## src/sv/itoda_pkg.sv

```systemverilog
// Shared constants and types for the grouped decimal text formatter.
// Used by itoda_dabble, itoda_emit and int_to_decimal_ascii_grouped_core.
`timescale 1ns / 1ps

package itoda_pkg;

  localparam int VALUE_BITS = 32;
  // decimal digits of the largest magnitude, 2^(VALUE_BITS-1)
  localparam int DIGITS     = (VALUE_BITS - 1) * 30103 / 100000 + 1;
  localparam int BCD_W      = 4 * DIGITS;
  localparam int CNT_W      = $clog2(VALUE_BITS);
  localparam int IDX_W      = $clog2(DIGITS);
  localparam int CHAR_W     = 7;

  localparam logic [CHAR_W-1:0] CHAR_ZERO  = 7'h30;
  localparam logic [CHAR_W-1:0] CHAR_COMMA = 7'h2C;
  localparam logic [CHAR_W-1:0] CHAR_MINUS = 7'h2D;

  // finished conversion handed from the converter to the emitter
  typedef struct packed {
    logic             neg;
    logic [BCD_W-1:0] bcd;
  } bcd_word_t;

endpackage

```

## src/sv/itoda_dabble.sv

```systemverilog
// Bit-serial double-dabble converter: signed binary in, sign and BCD digits out.
// Depends on itoda_pkg.
`timescale 1ns / 1ps

module itoda_dabble
  import itoda_pkg::*;
(
  input  logic                  clk_i,
  input  logic                  rst_ni,
  input  logic                  in_valid_i,
  output logic                  in_ready_o,
  input  logic [VALUE_BITS-1:0] in_value_i,
  output logic                  out_valid_o,
  input  logic                  out_ready_i,
  output bcd_word_t             out_word_o
);

  typedef enum logic [1:0] {
    ST_IDLE,
    ST_SHIFT,
    ST_DONE
  } state_e;

  state_e                state_q;
  logic [CNT_W-1:0]      cnt_q;
  logic [VALUE_BITS-1:0] mag_q;
  logic [BCD_W-1:0]      bcd_q;
  logic                  neg_q;
  logic [BCD_W-1:0]      bcd_adj;

  // add three to every digit of five or more before the shift
  always_comb begin
    for (int i = 0; i < DIGITS; i++) begin
      if (bcd_q[4*i +: 4] >= 4'd5) begin
        bcd_adj[4*i +: 4] = bcd_q[4*i +: 4] + 4'd3;
      end else begin
        bcd_adj[4*i +: 4] = bcd_q[4*i +: 4];
      end
    end
  end

  assign in_ready_o     = (state_q == ST_IDLE);
  assign out_valid_o    = (state_q == ST_DONE);
  assign out_word_o.neg = neg_q;
  assign out_word_o.bcd = bcd_q;

  always_ff @(posedge clk_i or negedge rst_ni) begin
    if (!rst_ni) begin
      state_q <= ST_IDLE;
      cnt_q   <= '0;
    end else begin
      case (state_q)
        ST_IDLE: begin
          if (in_valid_i) begin
            state_q <= ST_SHIFT;
            cnt_q   <= '0;
          end
        end
        ST_SHIFT: begin
          cnt_q <= cnt_q + 1'b1;
          if (cnt_q == CNT_W'(VALUE_BITS - 1)) begin
            state_q <= ST_DONE;
          end
        end
        ST_DONE: begin
          if (out_ready_i) begin
            state_q <= ST_IDLE;
          end
        end
        default: state_q <= ST_IDLE;
      endcase
    end
  end

  // datapath: magnitude shifts out MSB first into the BCD register
  always_ff @(posedge clk_i) begin
    if (state_q == ST_IDLE && in_valid_i) begin
      neg_q <= in_value_i[VALUE_BITS-1];
      mag_q <= in_value_i[VALUE_BITS-1] ? (~in_value_i + 1'b1) : in_value_i;
      bcd_q <= '0;
    end else if (state_q == ST_SHIFT) begin
      bcd_q <= {bcd_adj[BCD_W-2:0], mag_q[VALUE_BITS-1]};
      mag_q <= {mag_q[VALUE_BITS-2:0], 1'b0};
    end
  end

endmodule

```

## src/sv/itoda_emit.sv

```systemverilog
// Character emitter: walks the BCD digits MSD first, drops leading zeros,
// inserts sign and group commas, and holds each character in an output register.
// Depends on itoda_pkg.
`timescale 1ns / 1ps

module itoda_emit
  import itoda_pkg::*;
(
  input  logic              clk_i,
  input  logic              rst_ni,
  input  logic              in_valid_i,
  output logic              in_ready_o,
  input  bcd_word_t         in_word_i,
  output logic              out_valid_o,
  input  logic              out_ready_i,
  output logic [CHAR_W-1:0] out_char_o,
  output logic              out_last_o
);

  typedef enum logic [2:0] {
    ST_IDLE,
    ST_SKIP,
    ST_SIGN,
    ST_DIGIT,
    ST_COMMA
  } state_e;

  localparam logic [1:0] GRP_START = 2'((DIGITS - 1) % 3);

  state_e            state_q;
  logic [BCD_W-1:0]  dig_q;
  logic [IDX_W-1:0]  idx_q;
  logic [1:0]        grp_q;
  logic              neg_q;
  logic              vld_q;
  logic [CHAR_W-1:0] char_q;
  logic              last_q;
  logic              slot_free;
  logic              emit_fire;
  logic [3:0]        top_digit;
  logic [1:0]        grp_next;

  assign in_ready_o  = (state_q == ST_IDLE);
  assign out_valid_o = vld_q;
  assign out_char_o  = char_q;
  assign out_last_o  = last_q;
  assign slot_free   = !vld_q || out_ready_i;
  assign emit_fire   = slot_free &&
                       (state_q == ST_SIGN || state_q == ST_DIGIT || state_q == ST_COMMA);
  assign top_digit   = dig_q[BCD_W-1 -: 4];
  assign grp_next    = (grp_q == 2'd0) ? 2'd2 : grp_q - 2'd1;

  always_ff @(posedge clk_i or negedge rst_ni) begin
    if (!rst_ni) begin
      state_q <= ST_IDLE;
      vld_q   <= 1'b0;
    end else begin
      if (emit_fire) begin
        vld_q <= 1'b1;
      end else if (out_ready_i) begin
        vld_q <= 1'b0;
      end
      case (state_q)
        ST_IDLE: begin
          if (in_valid_i) begin
            state_q <= ST_SKIP;
          end
        end
        ST_SKIP: begin
          if (top_digit != 4'd0 || idx_q == '0) begin
            state_q <= neg_q ? ST_SIGN : ST_DIGIT;
          end
        end
        ST_SIGN: begin
          if (slot_free) begin
            state_q <= ST_DIGIT;
          end
        end
        ST_DIGIT: begin
          if (slot_free) begin
            if (idx_q == '0) begin
              state_q <= ST_IDLE;
            end else if (grp_q == 2'd0) begin
              state_q <= ST_COMMA;
            end
          end
        end
        ST_COMMA: begin
          if (slot_free) begin
            state_q <= ST_DIGIT;
          end
        end
        default: state_q <= ST_IDLE;
      endcase
    end
  end

  // payload: digit shift register, position counters and the output character
  always_ff @(posedge clk_i) begin
    case (state_q)
      ST_IDLE: begin
        if (in_valid_i) begin
          dig_q <= in_word_i.bcd;
          neg_q <= in_word_i.neg;
          idx_q <= IDX_W'(DIGITS - 1);
          grp_q <= GRP_START;
        end
      end
      ST_SKIP: begin
        if (top_digit == 4'd0 && idx_q != '0) begin
          dig_q <= {dig_q[BCD_W-5:0], 4'd0};
          idx_q <= idx_q - 1'b1;
          grp_q <= grp_next;
        end
      end
      ST_SIGN: begin
        if (slot_free) begin
          char_q <= CHAR_MINUS;
          last_q <= 1'b0;
        end
      end
      ST_DIGIT: begin
        if (slot_free) begin
          char_q <= CHAR_ZERO + {3'b000, top_digit};
          last_q <= (idx_q == '0);
          // advance now unless a comma follows this digit
          if (idx_q != '0 && grp_q != 2'd0) begin
            dig_q <= {dig_q[BCD_W-5:0], 4'd0};
            idx_q <= idx_q - 1'b1;
            grp_q <= grp_next;
          end
        end
      end
      ST_COMMA: begin
        if (slot_free) begin
          char_q <= CHAR_COMMA;
          last_q <= 1'b0;
          dig_q  <= {dig_q[BCD_W-5:0], 4'd0};
          idx_q  <= idx_q - 1'b1;
          grp_q  <= grp_next;
        end
      end
      default: begin
      end
    endcase
  end

endmodule

```

## src/sv/int_to_decimal_ascii_grouped_core.sv

```systemverilog
// Signed integer to grouped decimal ASCII text, one character per output request.
// Usage:
//   s_axis carries one signed VALUE_BITS-bit integer per request in tdata.
//   m_axis returns its text most significant character first: a leading '-'
//   for negatives, commas between groups of three digits, '0' for zero.
//   tdata[6:0] is the ASCII character, tlast marks the final character.
// Timing:
//   A converter shifts the magnitude through a BCD register one bit per cycle;
//   the emitter then drops up to DIGITS-1 leading zeros and sends one character
//   per cycle while the receiver accepts. The converter takes a new value while
//   the emitter still sends the previous text.
// Reset clears both controllers; no text is pending afterwards.
// A stalled receiver holds the current character in the output register and
// backs pressure up through the emitter to the converter and s_axis_tready_o.
// Depends on itoda_pkg, itoda_dabble and itoda_emit.
`timescale 1ns / 1ps

module int_to_decimal_ascii_grouped_core
  import itoda_pkg::*;
(
  input  logic                  clk_i,
  input  logic                  rst_ni,
  input  logic                  s_axis_tvalid_i,
  output logic                  s_axis_tready_o,
  input  logic [VALUE_BITS-1:0] s_axis_tdata_i,   // [VALUE_BITS-1:0] value
  output logic                  m_axis_tvalid_o,
  input  logic                  m_axis_tready_i,
  output logic [7:0]            m_axis_tdata_o,   // [6:0] character, [7] zero pad
  output logic                  m_axis_tlast_o    // last
);

  bcd_word_t         word;
  logic              word_valid;
  logic              word_ready;
  logic [CHAR_W-1:0] char_out;

  itoda_dabble u_dabble (
    .clk_i      (clk_i),
    .rst_ni     (rst_ni),
    .in_valid_i (s_axis_tvalid_i),
    .in_ready_o (s_axis_tready_o),
    .in_value_i (s_axis_tdata_i),
    .out_valid_o(word_valid),
    .out_ready_i(word_ready),
    .out_word_o (word)
  );

  itoda_emit u_emit (
    .clk_i      (clk_i),
    .rst_ni     (rst_ni),
    .in_valid_i (word_valid),
    .in_ready_o (word_ready),
    .in_word_i  (word),
    .out_valid_o(m_axis_tvalid_o),
    .out_ready_i(m_axis_tready_i),
    .out_char_o (char_out),
    .out_last_o (m_axis_tlast_o)
  );

  assign m_axis_tdata_o = {1'b0, char_out};

endmodule

```

## config.mk

```make
export PLATFORM = sky130hd
export DESIGN_NAME = int_to_decimal_ascii_grouped_core
export DESIGN_NICKNAME = d
export VERILOG_FILES = /design/src/sv/itoda_pkg.sv /design/src/sv/itoda_dabble.sv /design/src/sv/itoda_emit.sv /design/src/sv/int_to_decimal_ascii_grouped_core.sv
export SDC_FILE = /design/constraint.sdc
export NUM_CORES = 1
export LEC_CHECK = 0
export ABC_AREA = 1
export ABC_CLOCK_PERIOD_IN_PS = 4300
export CAP_MARGIN = 25
export CORE_MARGIN = 10
export CORE_UTILIZATION = 60
export CTS_BUF_LIST = sky130_fd_sc_hd__clkbuf_8
export DETAILED_ROUTE_END_ITERATION = 8
export DONT_BUFFER_PORTS = 1
export GPL_ROUTABILITY_DRIVEN = 0
export HOLD_SLACK_MARGIN = 0.05
export MAX_ROUTING_LAYER = met4
export PLACE_DENSITY_LB_ADDON = 0.12
export SLEW_MARGIN = 20
export SYNTH_ARGS = -nofsm -noshare
export SYNTH_HDL_FRONTEND = slang
export SYNTH_SLANG_ARGS = --single-unit
```

## constraint.sdc

```tcl
create_clock -name clk_i -period 4.3 [get_ports clk_i]
set_input_delay 0.645 -clock clk_i [delete_from_list [all_inputs] [get_ports clk_i]]
set_output_delay 0.645 -clock clk_i [all_outputs]
set_load 0.01 [all_outputs]
```

==> out/qor.yml <==
logic_synthesis:
  synth_mux_area_share_pct: 0
  synth-warning-count: 0
  synth_top_family_by_area: "simple AND/OR/NAND/NOR gates"
  synth.most_common_cell: "nand2_1"
  synth-main-ff-cell: "edfxtp_1"
  synth-adder-area-share_pct: 4.25
  syn_inst: 860
  synth_compound_area_share_pct: 14.7
  synthTopCellsByArea: "edfxtp_1 35%, dfxtp_1 11%, nand2_1 9.8%"
  synth_largest_area_cell: "edfxtp_1"
  syn_area_per_cell_sq_um: 8.56
  synth_edf_count: 86
  synthSimpleGateAreaFrac_pct: 20.4
  ys_types: 37
  synth_xor_xnor_area_share_pct: 2.62
  netlist.area_leader.share_pct: 35.1
  synth_seq_cells: 137
  synthTopCellsByCount: "192 x nand2_1, 100 x inv_1, 86 x edfxtp_1"
  ys_seq_area_share_pct: 49.7
  synthArstFlopShare_pct: 8.03
  syn-cell-area_sq_um: 7360
timing:
  maxSlewViolCount: 0
  finClkSkew_ps: 9.13
  hold_violations: 0
  clock.fmax_ghz: 0.355
  post-route-min-period_ps: 2820
  setup_viol: 0
  relSlewSlack_pct: 34.7
  setup_tns_ps: 0
  tightest_slew_ps: 980
  rsz0062_at_grt: "false"
  fin_crit_sh_pct: 65.5
cells_and_area:
  fillers: 1021
  syn2layout_area_growth_pct: 5.42
  fin_nets: 915
  antenna_cells: 0
  multiInputGateArea_sq_um: 3120
  fin_area_sq_um: 7760
  finish.utilization_pct: 64.6
  regArea_sq_um: 3660
  layout-drive-gt1-share_pct: 10.5
cts:
  cts_tree: "yes"
  clock_path_buffers: 2
  cts.sinks: 137
  clk_latency_ps: 450
  cts_root_buf: "clkbuf_8"
  cts_resized: 0
  post_cts_buffers: 0
  htree_levels: 4
  cts_buffers: 17
  clk_pin_slew_worst_paths_ps: 70
route:
  drc: 0
  dr.pass1.iters: 7
  totalWireLength_um: 14800
  via_per_inst: 5.62
  drt_iter0_markers: 454
  routedWlPerCell_um: 14.6
  vias: 5703
  ant_nets: 0
grt:
  grt_pass1_wl_um: 25300
  grt_overflow: 0
  grt_max_degree: 83
  grt_pass1_vias: 5579
  track_usage_pct: 18.8
  antenna_found_initial: 0
floorplan:
  core_area_sq_um: 12000
  fp-row-count: 40
  io_pins: 47
  initial_utilization_pct: 61.3
  die_h_um: 131
  dieArea_sq_um: 17100
  die_w_um: 131
power:
  seq_power_share_pct: 42.7
  power.switching_mw: 2.55
  clock_power_share_pct: 15.5
  powerDensity_nw_per_um2: 812
  power_mw: 6.31
  pwr-share-comb_pct: 41.7
  ir_drop_uv: 496
  p_int_mw: 3.75
  p_sw_share_pct: 40.4
  power_leakage_nw: 3.33
worst_setup_path:
  worstSetupStartpointType: "flop"
  critPathMaxFanout: 40
  crit_path_end_kind: "flop"
  required_ps: 4610
  criticalPathCategory: "reg2reg"
  worst_ep_arrival_time_ps: 3120
run_status:
  status: "finished clean"
hold_path:
  min_path_type: "in2reg"
place:
  placed_cell_area_sq_um: 7380
  dp_hpwl_um: 10400
  numPortBuffers: 0
flow_run:
  maxCapViolCount: 0
-- layout make-up --
cell class,instances,area share (%)
Inverter,107,5.17
Sequential cell,137,47.1
Clock buffer,21,3.72
Timing Repair Buffer,4,0.419
Multi-Input combinational cell,587,40.1
Tap cell,147,2.37
Clock inverter,11,1.03
-- cells by family after synthesis --
kind of cell,count (synthesis)
simple gates,352
compound gates,185
buf+inv,137
flops,137
fa+ha+maj,25
xor+xnor,22
other cells,2
-- metrics by stage --
step	hold slack, ps	cells	setup slack [ps]
5_1_grt	260	1014	1200
6_report	293	1014	1480
4_1_cts	257	1014	1460
3_3_place_gp	350	981	1550
2_1_floorplan	349	861	1090
3_5_place_dp	350	981	1450
-- power by group through the flow --
stage | registers, mW | logic [mW] | clock network [mW]
final | 2.69 | 2.63 | 0.980
after CTS | 2.70 | 2.66 | 1.01
after global routing | 2.77 | 3.04 | 1.06
after detailed placement | 2.72 | 2.64 | 0
after floorplan | 2.64 | 2.26 | 0
after global placement | 2.69 | 2.52 | 0
-- placed cells by master, fill, tap and decap left out --
cell           netlist  routed
buf_4                3       3
bufinv_16            0       1
nand3b_1             3       3
nor3_1               3       2
o21ai_1             34      34
nor2_2               8       8
o21ai_2             34      34
xor2_1              18      18
a21oi_1             32      32
nand2_1            192     192
nor3_4               1       2
clkinv_1             0       1
a22o_1               2       2
dfxtp_1             40      40
inv_2                7       7
o22ai_1              1       1
clkbuf_8             0      21
nor4_1               1       1
nor2_1              62      62
conb_1               2       3
o21ai_0             75      75
ha_1                25      25
clkinvlp_4           0       2
a31oi_1              2       2
xnor2_1              4       4
nand2_4              1       1
edfxtp_1            86      86
o211ai_1             2       2
inv_1              100     103
clkinv_2             0       4
o22ai_2              1       1
nand3_1             69      69
dfrtp_1             11      11
nand2_2              5       5
o31ai_1              2       2
nor2_4               2       2
dlygate4sd3_1        0       1
nand4_1              5       5
-- worst max-delay path, cell delays in order (launching register included) --
cell and delay (ps):
dfrtp_1 390, inv_1 120, nand2_2 370, inv_2 530
nor2_4 100, inv_2 610, buf_4 420, o22ai_1 110
-- final timing paths --
path / slack (ps) / to / depth (start not counted) / start
min in group asynchronous: 630 / u_dabble.state_q[1] / 1 / rst_ni
max in group asynchronous: 3300 / u_dabble.cnt_q[2] / 1 / rst_ni
min reg2reg: 430 / u_emit.neg_q / 0 / u_dabble.neg_q
max: 1480 / u_dabble.cnt_q[3] / 7 / u_dabble.state_q[1]
min: 290 / u_dabble.neg_q / 0 / s_axis_tdata_i[31]
max reg2reg: 1480 / u_dabble.cnt_q[3] / 7 / u_dabble.state_q[1]
-- what timing repair did --
action                                  4_1_cts  5_1_grt
hold endpoints to repair                     11        0
endpoints found under the setup margin        0        0
hold buffers                                  1        0
-- sequential cells by signal, indices dropped and copies added, names as in the netlist --
signal,flops
u_emit.out_char_o,5
u_dabble.state_q,2
u_dabble.mag_q,32
u_emit.grp_q,2
u_emit.out_valid_o,1
u_emit.dig_q,40
u_dabble.cnt_q,5
u_emit.neg_q,1
u_dabble.bcd_q,40
u_emit.idx_q,4
u_emit.out_last_o,1
u_emit.state_q,3
u_dabble.neg_q,1
-- metal layers --
metal  part of all wire, %  vias to the layer above  global-route usage [%]
met5                     0                        -                       -
met4                   1.6                        0                    7.46
met3                   6.9                       32                    5.32
met2                    48                      183                    30.0
met1                    43                     2645                    22.3
li1                      -                     2843                       -
Power figures use the tool's default switching activity.
